===== src/rtl/s2u_pkg.sv =====
package s2u_pkg;

  localparam int unsigned VALUE_WIDTH_DEF  = 32;
  localparam int unsigned OFFSET_WIDTH_DEF = 16;
  localparam int unsigned BASE_W           = 6;

  localparam logic [BASE_W-1:0] BASE_AUTO = 6'd0;
  localparam logic [BASE_W-1:0] BASE_MIN  = 6'd2;
  localparam logic [BASE_W-1:0] BASE_OCT  = 6'd8;
  localparam logic [BASE_W-1:0] BASE_DEC  = 6'd10;
  localparam logic [BASE_W-1:0] BASE_HEX  = 6'd16;
  localparam logic [BASE_W-1:0] BASE_MAX  = 6'd36;

  localparam logic [7:0] CH_NUL      = 8'h00;
  localparam logic [7:0] CH_TAB      = 8'h09;
  localparam logic [7:0] CH_CR       = 8'h0D;
  localparam logic [7:0] CH_SPACE    = 8'h20;
  localparam logic [7:0] CH_PLUS     = 8'h2B;
  localparam logic [7:0] CH_MINUS    = 8'h2D;
  localparam logic [7:0] CH_ZERO     = 8'h30;
  localparam logic [7:0] CH_NINE     = 8'h39;
  localparam logic [7:0] CH_A_UP     = 8'h41;
  localparam logic [7:0] CH_Z_UP     = 8'h5A;
  localparam logic [7:0] CH_X_UP     = 8'h58;
  localparam logic [7:0] CH_X_LO     = 8'h78;
  localparam logic [7:0] CASE_BIT    = 8'h20;
  localparam logic [7:0] LETTER_BIAS = 8'h37; // 'A' - 10

  typedef enum logic [2:0] {
    PH_SPACE,
    PH_SIGNED,
    PH_ZERO,
    PH_DIGITS,
    PH_STOPPED
  } s2u_phase_e;

  typedef struct packed {
    logic              ok;
    logic [BASE_W-1:0] val;
  } s2u_digit_t;

  typedef struct packed {
    logic ok;   // byte was a digit below the base
    logic ovf;  // this step overflowed
  } s2u_mac_flags_t;

  function automatic s2u_digit_t digit_of(input logic [7:0] b);
    logic [7:0] up;
    s2u_digit_t r;
    up = b & ~CASE_BIT;
    r  = '0;
    if (b >= CH_ZERO && b <= CH_NINE) begin
      r.ok  = 1'b1;
      r.val = BASE_W'(b - CH_ZERO);
    end else if (up >= CH_A_UP && up <= CH_Z_UP) begin
      r.ok  = 1'b1;
      r.val = BASE_W'(up - LETTER_BIAS);
    end
    return r;
  endfunction

endpackage


===== src/rtl/s2u_mac.sv =====
module s2u_mac import s2u_pkg::*; #(
  parameter int unsigned VALUE_WIDTH = VALUE_WIDTH_DEF
) (
  input  logic [VALUE_WIDTH-1:0] acc_i,
  input  logic [BASE_W-1:0]      base_i,
  input  logic [7:0]             byte_i,
  output logic [VALUE_WIDTH-1:0] acc_o,
  output s2u_mac_flags_t         flags_o
);

  localparam int unsigned PROD_W = VALUE_WIDTH + BASE_W;

  s2u_digit_t             dig;
  logic [PROD_W-1:0]      prod;
  logic [VALUE_WIDTH:0]   sum;
  logic                   base_ok;

  assign dig     = digit_of(byte_i);
  assign base_ok = (base_i >= BASE_MIN) && (base_i <= BASE_MAX);

  // base-wide multiply, then add the digit; carries out of either mean overflow
  assign prod = {{BASE_W{1'b0}}, acc_i} * {{VALUE_WIDTH{1'b0}}, base_i};
  assign sum  = {1'b0, prod[VALUE_WIDTH-1:0]} + {{(VALUE_WIDTH + 1 - BASE_W){1'b0}}, dig.val};

  assign acc_o       = sum[VALUE_WIDTH-1:0];
  assign flags_o.ok  = base_ok && dig.ok && (dig.val < base_i);
  assign flags_o.ovf = (|prod[PROD_W-1:VALUE_WIDTH]) | sum[VALUE_WIDTH];

endmodule


===== src/rtl/string_to_unsigned_parser.sv =====
// channel | direction | handshake              | payload
// in      | input     | in_valid_i / in_stall_o  | char_byte_i
// out     | output    | out_valid_o / out_stall_i | value_o, out_of_range_o, end_offset_o
// cfg     | input     | cfg_valid_i / cfg_ready_o | cfg_data_i (number_base)
//
// one byte per cycle unless a NUL meets a stalled result; each byte is registered, then parsed
// a NUL byte's result passes the input register and then the result register before it transfers
// the accumulator update (one multiply-add by the radix) sets the cycle time
// out_stall_i holds the result register; a NUL then waits in the input register and stalls in
// rst_ni clears the parse state and sets number_base to automatic
module string_to_unsigned_parser import s2u_pkg::*; #(
  parameter int unsigned VALUE_WIDTH  = VALUE_WIDTH_DEF,
  parameter int unsigned OFFSET_WIDTH = OFFSET_WIDTH_DEF
) (
  input  logic                    clk_i,
  input  logic                    rst_ni,
  input  logic                    in_valid_i,
  output logic                    in_stall_o,
  input  logic [7:0]              char_byte_i,
  output logic                    out_valid_o,
  input  logic                    out_stall_i,
  output logic [VALUE_WIDTH-1:0]  value_o,
  output logic                    out_of_range_o,
  output logic [OFFSET_WIDTH-1:0] end_offset_o,
  input  logic                    cfg_valid_i,
  output logic                    cfg_ready_o,
  input  logic [BASE_W-1:0]       cfg_data_i
);

  logic                    in_vld_q, in_vld_d;
  logic [7:0]              byte_q;
  logic [BASE_W-1:0]       cfg_base_q;

  s2u_phase_e              phase_q, phase_d;
  logic [VALUE_WIDTH-1:0]  acc_q, acc_d;
  logic                    ovf_q, ovf_d;
  logic                    minus_q, minus_d;
  logic [BASE_W-1:0]       abase_q, abase_d;
  logic                    dseen_q, dseen_d;
  logic [OFFSET_WIDTH-1:0] pos_q, pos_d;
  logic [OFFSET_WIDTH-1:0] epos_q, epos_d;

  logic                    out_vld_q, out_vld_d;
  logic [VALUE_WIDTH-1:0]  value_q;
  logic                    oor_q;
  logic [OFFSET_WIDTH-1:0] eoff_q;

  logic                    out_free, advance, in_xfer;
  logic                    is_nul, is_ws, is_sign, is_x, cfg_auto, zero_pref;
  logic                    attempt, take_zero;
  logic [BASE_W-1:0]       try_base;
  logic [OFFSET_WIDTH-1:0] pos_next;
  logic [VALUE_WIDTH-1:0]  mac_acc;
  s2u_mac_flags_t          mac_flags;
  logic [VALUE_WIDTH-1:0]  result_val;

  // handshake
  assign out_free    = !out_vld_q || !out_stall_i;
  assign advance     = in_vld_q && (!is_nul || out_free);
  assign in_stall_o  = in_vld_q && !advance;
  assign in_xfer     = in_valid_i && !in_stall_o;
  assign in_vld_d    = in_xfer || (in_vld_q && !advance);
  assign cfg_ready_o = 1'b1;

  // byte classes
  assign is_nul    = (byte_q == CH_NUL);
  assign is_ws     = (byte_q == CH_SPACE) || (byte_q >= CH_TAB && byte_q <= CH_CR);
  assign is_sign   = (byte_q == CH_PLUS) || (byte_q == CH_MINUS);
  assign is_x      = (byte_q == CH_X_LO) || (byte_q == CH_X_UP);
  assign cfg_auto  = (cfg_base_q == BASE_AUTO);
  assign zero_pref = (byte_q == CH_ZERO) && (cfg_auto || cfg_base_q == BASE_HEX);
  assign pos_next  = (&pos_q) ? pos_q : pos_q + OFFSET_WIDTH'(1);

  always_comb begin
    try_base  = cfg_auto ? BASE_DEC : cfg_base_q;
    attempt   = 1'b0;
    take_zero = 1'b0;
    unique case (phase_q)
      PH_SPACE: begin
        take_zero = !is_ws && !is_sign && zero_pref;
        attempt   = !is_ws && !is_sign && !zero_pref;
      end
      PH_SIGNED: begin
        take_zero = zero_pref;
        attempt   = !zero_pref;
      end
      PH_ZERO: begin
        try_base = cfg_auto ? BASE_OCT : BASE_HEX;
        attempt  = !is_x;
      end
      PH_DIGITS: begin
        try_base = abase_q;
        attempt  = 1'b1;
      end
      default: begin
        attempt = 1'b0;
      end
    endcase
  end

  s2u_mac #(
    .VALUE_WIDTH(VALUE_WIDTH)
  ) u_mac (
    .acc_i  (acc_q),
    .base_i (try_base),
    .byte_i (byte_q),
    .acc_o  (mac_acc),
    .flags_o(mac_flags)
  );

  // next phase
  always_comb begin
    phase_d = phase_q;
    if (advance) begin
      if (is_nul) begin
        phase_d = PH_SPACE;
      end else begin
        unique case (phase_q)
          PH_SPACE: begin
            if (is_ws) begin
              phase_d = PH_SPACE;
            end else if (is_sign) begin
              phase_d = PH_SIGNED;
            end else if (zero_pref) begin
              phase_d = PH_ZERO;
            end else begin
              phase_d = mac_flags.ok ? PH_DIGITS : PH_STOPPED;
            end
          end
          PH_SIGNED: begin
            if (zero_pref) begin
              phase_d = PH_ZERO;
            end else begin
              phase_d = mac_flags.ok ? PH_DIGITS : PH_STOPPED;
            end
          end
          PH_ZERO: begin
            if (is_x) begin
              phase_d = PH_DIGITS;
            end else begin
              phase_d = mac_flags.ok ? PH_DIGITS : PH_STOPPED;
            end
          end
          PH_DIGITS: begin
            phase_d = mac_flags.ok ? PH_DIGITS : PH_STOPPED;
          end
          PH_STOPPED: begin
            phase_d = PH_STOPPED;
          end
          default: begin
            phase_d = PH_STOPPED;
          end
        endcase
      end
    end
  end

  // parse datapath
  always_comb begin
    acc_d   = acc_q;
    ovf_d   = ovf_q;
    minus_d = minus_q;
    abase_d = abase_q;
    dseen_d = dseen_q;
    pos_d   = pos_q;
    epos_d  = epos_q;
    if (advance) begin
      if (is_nul) begin
        acc_d   = '0;
        ovf_d   = 1'b0;
        minus_d = 1'b0;
        abase_d = BASE_AUTO;
        dseen_d = 1'b0;
        pos_d   = '0;
        epos_d  = '0;
      end else begin
        pos_d = pos_next;
        if (phase_q == PH_SPACE && is_sign) begin
          minus_d = (byte_q == CH_MINUS);
        end
        if (phase_q == PH_ZERO && is_x) begin
          abase_d = BASE_HEX;
        end
        if (take_zero) begin
          acc_d   = '0;
          dseen_d = 1'b1;
          epos_d  = pos_next;
        end
        if (attempt) begin
          abase_d = try_base;
          if (mac_flags.ok) begin
            acc_d   = mac_acc;
            ovf_d   = ovf_q | mac_flags.ovf;
            dseen_d = 1'b1;
            epos_d  = pos_next;
          end
        end
      end
    end
  end

  always_comb begin
    result_val = minus_q ? (~acc_q + VALUE_WIDTH'(1)) : acc_q;
    if (ovf_q) begin
      result_val = '1;
    end
  end

  assign out_vld_d = (advance && is_nul) || (out_vld_q && out_stall_i);

  always_ff @(posedge clk_i or negedge rst_ni) begin
    if (!rst_ni) begin
      in_vld_q   <= 1'b0;
      out_vld_q  <= 1'b0;
      cfg_base_q <= BASE_AUTO;
      phase_q    <= PH_SPACE;
      acc_q      <= '0;
      ovf_q      <= 1'b0;
      minus_q    <= 1'b0;
      abase_q    <= BASE_AUTO;
      dseen_q    <= 1'b0;
      pos_q      <= '0;
      epos_q     <= '0;
    end else begin
      in_vld_q  <= in_vld_d;
      out_vld_q <= out_vld_d;
      if (cfg_valid_i && cfg_ready_o) begin
        cfg_base_q <= cfg_data_i;
      end
      phase_q <= phase_d;
      acc_q   <= acc_d;
      ovf_q   <= ovf_d;
      minus_q <= minus_d;
      abase_q <= abase_d;
      dseen_q <= dseen_d;
      pos_q   <= pos_d;
      epos_q  <= epos_d;
    end
  end

  always_ff @(posedge clk_i) begin
    if (in_xfer) begin
      byte_q <= char_byte_i;
    end
    if (advance && is_nul) begin
      value_q <= result_val;
      oor_q   <= ovf_q;
      eoff_q  <= dseen_q ? epos_q : '0;
    end
  end

  assign out_valid_o    = out_vld_q;
  assign value_o        = value_q;
  assign out_of_range_o = oor_q;
  assign end_offset_o   = eoff_q;

endmodule


===== config.mk =====
export PLATFORM = sky130hd
export DESIGN_NAME = string_to_unsigned_parser
export DESIGN_NICKNAME = d
export VERILOG_FILES = /design/src/rtl/s2u_pkg.sv /design/src/rtl/s2u_mac.sv /design/src/rtl/string_to_unsigned_parser.sv
export SDC_FILE = /design/constraint.sdc
export NUM_CORES = 1
export LEC_CHECK = 0
export CORE_MARGIN = 2
export CORE_UTILIZATION = 50
export CTS_CLUSTER_DIAMETER = 40
export DETAILED_ROUTE_END_ITERATION = 16
export DONT_BUFFER_PORTS = 1
export PLACE_DENSITY = 0.75
export SETUP_SLACK_MARGIN = 0.5
export SYNTH_ARGS = -nofsm -noshare
export SYNTH_HDL_FRONTEND = slang
export SYNTH_SLANG_ARGS = --single-unit

===== constraint.sdc =====
create_clock -name clk_i -period 18.35 [get_ports clk_i]
set_input_delay 1.835 -clock clk_i [delete_from_list [all_inputs] [get_ports clk_i]]
set_output_delay 1.835 -clock clk_i [all_outputs]
set_load 0.005 [all_outputs]

Word-level counts from Yosys, hierarchy flattened

Index checks and enable logic that the tools add are counted.

Equal/unequal tests: 10
$lt $le $gt $ge: 9
$add $sub $neg: 5
Mux-type cells: 37
Bitwise logic cells: 3
Reduce and logical (&&, ||, !) cells: 46
Multiply operators: 1

Operators by type and width:

| kind                                                            | number |
|---|---|
| two-way mux 32 bit                                              | 5 |
| two-way mux 16 bit                                              | 6 |
| multiplier 32 x 6 -> 38 bit                                     | 1 |
| adder 32 x 6 -> 33 bit                                          | 1 |
| adder 32 x 1 -> 32 bit (second input constant)                  | 1 |
| equality test 8 x 6 -> 1 bit (second input constant)            | 4 |
| NOT 32 bit                                                      | 1 |
| two-way mux 6 bit                                               | 4 |
| two-way mux 3 bit                                               | 6 |
| logical AND 1 bit                                               | 17 |
| adder 16 x 1 -> 16 bit (second input constant)                  | 1 |
| equality test 8 x 7 -> 1 bit (second input constant)            | 2 |
| AND reduction 16 bit                                            | 1 |
| two-way mux 7 bit                                               | 2 |
| one-hot mux 3 bit (4 select lines)                              | 1 |
| one-hot mux 6 bit (2 select lines)                              | 1 |
| logical NOT 1 bit                                               | 9 |
| two-way mux 1 bit                                               | 9 |
| >= comparator 8 x 4 -> 1 bit (second input constant)            | 1 |
| >= comparator 8 x 6 -> 1 bit (second input constant)            | 1 |
| >= comparator 8 x 7 -> 1 bit (second input constant)            | 1 |
| less-or-equal comparator 8 x 4 -> 1 bit (second input constant) | 1 |
| less-or-equal comparator 8 x 6 -> 1 bit (second input constant) | 1 |
| less-or-equal comparator 8 x 7 -> 1 bit (second input constant) | 1 |
| 21 further kinds                                                | 33 |

Register bits after elaboration: 141
Logic and storage cells: 126
Input port bits: 19

Depth between registers and ports, before layout

Word-level depth: 13
Gate-level depth with buffers: 25

Modules after synthesis

A second synthesis with hierarchy kept.

Cell total of the unflattened synthesis: 1558
Area, all modules: 14296.2 um2

Modules (own cells, without submodules):

| module                    | cells each | area each (um2) | times used |
|---|---|---|---|
| s2u_mac                   | 981        | 7736.2          | 1 |
| string_to_unsigned_parser | 577        | 6560.0          | 1 |

Worst setup path after synthesis

OpenSTA, ideal clock, no wires.

Path kind: reg-to-reg
From: reg cfg_base_q[5]
To: reg acc_q[28]
Arrival: 5855 ps
Setup time: 121 ps
Path slack: 12374 ps
Cell stages (with the launch flop): 22
Cells stage by stage: dfrtp_1 > or4_4 > nor3_1 > o31a_1 > clkbuf_1 > and2_1 > fa_1 > fa_1 > inv_1 > fa_1 > inv_1 > ha_1 > o211a_1 > a21boi_2 > o2111a_1 > a21o_1 > a311oi_2 > nand4b_1 > nor4b_4 > nand3_1 > xor2_1 > a22o_1

Longest elaborated chain between the ends: 10

Ends and longest elaborated chain:

| what                                                                                | line                             | source |
|---|---|---|
| start: declaration                                                                  | string_to_unsigned_parser.sv:32  | `logic [BASE_W-1:0] cfg_base_q;` |
| start signal: assignment                                                            | string_to_unsigned_parser.sv:228 | `cfg_base_q <= cfg_data_i;` |
| parallel branches: the longest is 8 deep, another holds multiplier 32 x 6 -> 38 bit | -                                |  |
| two-way mux 32 bit *                                                                | string_to_unsigned_parser.sv:189 | `if (attempt) begin` |
| two-way mux 32 bit *                                                                | string_to_unsigned_parser.sv:168 | `if (is_nul) begin` |
| end signal: assignment                                                              | string_to_unsigned_parser.sv:217 | `acc_q <= '0;` |
| end signal: assignment                                                              | string_to_unsigned_parser.sv:231 | `acc_q <= acc_d;` |
| end: declaration                                                                    | string_to_unsigned_parser.sv:35  | `logic [VALUE_WIDTH-1:0] acc_q, acc_d;` |

Every way passes the cells marked *.
A chain may end at the register's enable or synchronous reset.

Worst setup path in the final report

From: reg phase_q[2]
To: reg acc_q[28]

Longest elaborated chain between the ends: 9

Ends and longest elaborated chain:

| what                                                                                | line                             | source |
|---|---|---|
| start: declaration                                                                  | string_to_unsigned_parser.sv:34  | `s2u_phase_e phase_q, phase_d;` |
| start signal: assignment                                                            | string_to_unsigned_parser.sv:230 | `phase_q <= phase_d;` |
| parallel branches: the longest is 7 deep, another holds multiplier 32 x 6 -> 38 bit | -                                |  |
| two-way mux 32 bit *                                                                | string_to_unsigned_parser.sv:189 |  |
| two-way mux 32 bit *                                                                | string_to_unsigned_parser.sv:168 |  |

Marked as above.

==> summary.md <==
| Metric | Value |
|---|---|
| DP Cell Count | 1,897 |
| Clock sinks | 141 |
| Clock-pin transition on the worst setup and hold timing paths | 0.08 ns |
| Worst setup SP type | register |
| WP data arrival | 7.20 ns |
| Routability cong. | 0.933 |
| Switching portion of total power | 36.8% |
| Worst Path Required | 18.68 ns |
| Netlist cell types | 89 |
| Clock Skews | 0.0106 ns |
| Root Driver | clkbuf_16 |
| Ports | 71 |
| Worst min-delay path class | reg -> reg |
| Syn Inst Count | 1,600 |
| Least-Margin Pin Slew | 1.18 ns |
| Post-CTS Setup Repair Bufs | 0 |
| Post-synth EDFFs | 57 |
| Synthesized cell area | 14,100 µm² |
| Initial Util | 50.8% |
| Logic pwr share | 26.0% |
| Rows | 61 |
| Status | completed |
| LEAKAGE | 7.04 nW |
| CTS tree | yes |
| Slowest CP cell | o21ai_2 |
| CTS hold repair buffers | 0 |
| CP max FO | 19 |
| Antenna Cells | 0 |
| Share of cells above drive strength 1 | 5.29% |
| Initial antenna violation count | 0 |
| P_int | 0.661 mW |
| Initial DRC count | 730 |
| HPWL after DPL | 24,500 µm |
| TritonCTS buffer count | 17 |
| Crit share post-route | 37.4% |
| Final hold slack | 0.498 ns |
| Sw Pwr | 0.384 mW |
| Most used DFF post-synth | dfrtp_1 |
| Core area | 27,800 µm² |
| Syn-to-layout area delta | 5.66% |
| Sequential share of the synthesized area | 27.0% |
| Clock power share | 34.7% |
| Critical Path Most Common Cell | fa_1 |
| First-pass GRT wire length | 56,900 µm |
| Clk buf depth | 2 |
| Critical path endpoint category | register |
| Ys Warns | 0 |
| Clk Latency, worst-skew pair | 0.44 ns |
| Peak supply drop | 0.0000593 V |
| Max incr delay on CP | 0.68 ns |
| Drc violations | 0 |
| PortBufs | 0 |
| Final Non-Filler Cells | 1,929 |
| Worst Path Class, Setup | reg -> reg |
| Worst-path cell chain | nand2b_1, o21ai_2, buf_4, and2_1, fa_1, fa_1, inv_1, fa_1, inv_1, ha_1, a21oi_1, nand2_1, o2111a_1, a21o_1, a311oi_2, nand4b_1, nor4b_4, nand3_1, xor2_1, a22o_1 |
| Routed Antenna Nets | 0 |
| Final nets | 1,748 |
| Wire length per cell | 17.7 µm |
| Final min period | 6.87 ns |
| Post-synthesis average cell area | 8.82 µm² |
| Total die area | 29,600 µm² |
| Post-CTS Resized | 0 |
| Grt ovf | 0 |
| Sequential share of power | 39.3% |
| Drt total wl | 34,200 µm |
| Die H | 172 µm |
| Fmax | 146 MHz |
| RSZ-0062 raised after global routing | no |
| Max Transition Viols Final | 0 |
| DR vias/cell | 5.75 |
| TNS Setup | 0 ns |
| FFs w/ async S/R, synth | 59.6% |
| Max Cap Violations | 0 |
| Total nets after synthesis | 1,810 |
| Largest net degree at the start of global routing | 85 |
| Slew margin rel. | 21.1% |
| Number of global-route vias before repair | 11,100 |
| Yosys reg bits | 141 |
| Total Power | 1.04 mW |
| TritonRoute pass-1 iters | 6 |
| Final Setup Violations | 0 |
| Pwr Density | 70.0 nW/µm² |
| CTS H-tree lvls | 4 |
| Die width | 172 µm |
| Final Hold Violating Endpoints | 0 |
| Global-route usage over all layers | 24.4% |
| Via count | 11,100 |
[worst paths after layout]
path | startpoint | to | slack (ns) | cells past startpoint
hold / removal | epos_q[10] | epos_q[10] | 0.50 | 2
setup reg to reg | phase_q[2] | acc_q[28] | 11.48 | 20
setup / recovery | phase_q[2] | acc_q[28] | 11.48 | 20
hold reg to reg | epos_q[10] | epos_q[10] | 0.50 | 2
max in group asynchronous | rst_ni | pos_q[11] | 17.08 | 0
min in group asynchronous | rst_ni | acc_q[23] | 1.09 | 0
[layer usage]
layer | track usage, % | vias up | share of wire [%]
met5 | 0 | - | 0
met4 | 9.61 | 0 | 2.9
met3 | 3.43 | 66 | 5.0
met2 | 40.0 | 359 | 48
met1 | 32.9 | 5499 | 44
li1 | - | 5173 | -
[cell usage after synthesis (all sizes together), types with 5 or more instances]
master	number	area, µm²
a21o	23	173
or4	6	48.8
clkbuf	71	267
nor3	15	101
a31oi	8	50.1
and4	5	43.8
nor2	96	360
xnor2	34	298
o31ai	15	118
or3	7	43.8
ha	69	863
o21a	6	45.0
o22ai	10	68.8
o41ai	7	76.3
nand4	21	131
nand2b	18	120
nor2b	36	225
inv	171	642
nand3b	6	45.0
xor2	51	447
a22o	5	43.8
a21oi	75	379
o21ai	92	460
a21boi	5	41.3
buf	20	120
nor4	8	65.1
or2	5	31.3
nand2	195	732
fa	122	2440
a211oi	5	42.5
dfrtp	84	2100
nand3	27	135
o211ai	10	75.1
edfxtp	57	1710
and2	144	901
and3	14	87.6
mux2	6	67.6
[logic make-up after synthesis]
family                   count (synthesis)  synth area share [%]
buffers and inverters                  263                  7.31
multiplexers                            10                 0.762
XOR/XNOR                                85                  5.27
AO/OA/AOI/OAI                          298                  13.8
other                                    1                0.0266
flip-flops                             141                  27.0
AND/OR/NAND/NOR                        611                  22.4
adder cells (fa/ha/maj)                191                  23.4
[power by group through the flow]
stage                     Combinational (mW)  Sequential, mW  Clock, mW
after floorplan                        0.208           0.401          0
after global placement                 0.261           0.416          0
after detailed placement               0.268           0.417          0
after CTS                              0.270           0.411      0.366
after global routing                   0.303           0.417      0.377
final                                  0.271           0.411      0.362
[per-stage QoR]
stage,instance area [µm²],utilization [%],worst slack (ns)
global placement,14300,51.5,11.72
CTS,14900,53.7,11.59
global route,14900,53.7,11.06
detailed placement,14300,51.5,11.62
finish,14900,53.7,11.48
floorplan,14100,-,12.37
[registers in the layout (all words and copies together), names as in the netlist]
name            cells
acc_q              32
value_o            32
end_offset_o       16
epos_q             16
pos_q              16
byte_q              8
abase_q             6
cfg_base_q          6
phase_q             3
dseen_q             1
in_vld_q            1
minus_q             1
out_of_range_o      1
out_valid_o         1
ovf_q               1
[cells in the final DEF (no fill, tap or decap), types with 14 or more instances in the layout]
cell / netlist / final
a21o_1: 23 / 23
a21oi_1: 74 / 74
and2_1: 143 / 143
and3_1: 14 / 14
clkbuf_16: 0 / 17
dfrtp_1: 84 / 84
edfxtp_1: 57 / 57
fa_1: 122 / 122
ha_1: 69 / 69
inv_1: 169 / 168
nand2_1: 195 / 195
nand2b_1: 17 / 17
nand3_1: 27 / 27
nand4_1: 21 / 21
nor2_1: 96 / 96
nor2b_1: 36 / 36
o21ai_0: 52 / 51
o21ai_1: 40 / 38
o31ai_1: 14 / 14
xnor2_1: 34 / 34
xor2_1: 51 / 51
[area by class of cell]
type	instances	area, µm²
clock buffer	17	425
inverter	172	646
sequential	141	3810
tap	378	473
multi-input combinational	1196	9290
fill	2469	12900
timing repair buffer	10	75.1
clock inverter	15	194
[worst max-delay path: cells and delay by family (launching register included)]
| family | cells | cell delay [ns] |
|---|---|---|
| xor gates and xnor gates | 1 | 0.17 |
| DFF | 1 | 0.47 |
| adders and majority gates | 4 | 1.87 |
| and+or+nand+nor | 6 | 1.63 |
| buffers and inverters | 3 | 0.52 |
| AOI/OAI and AO/OA | 6 | 2.08 |
No activity file was read; power rests on OpenSTA's default activity.
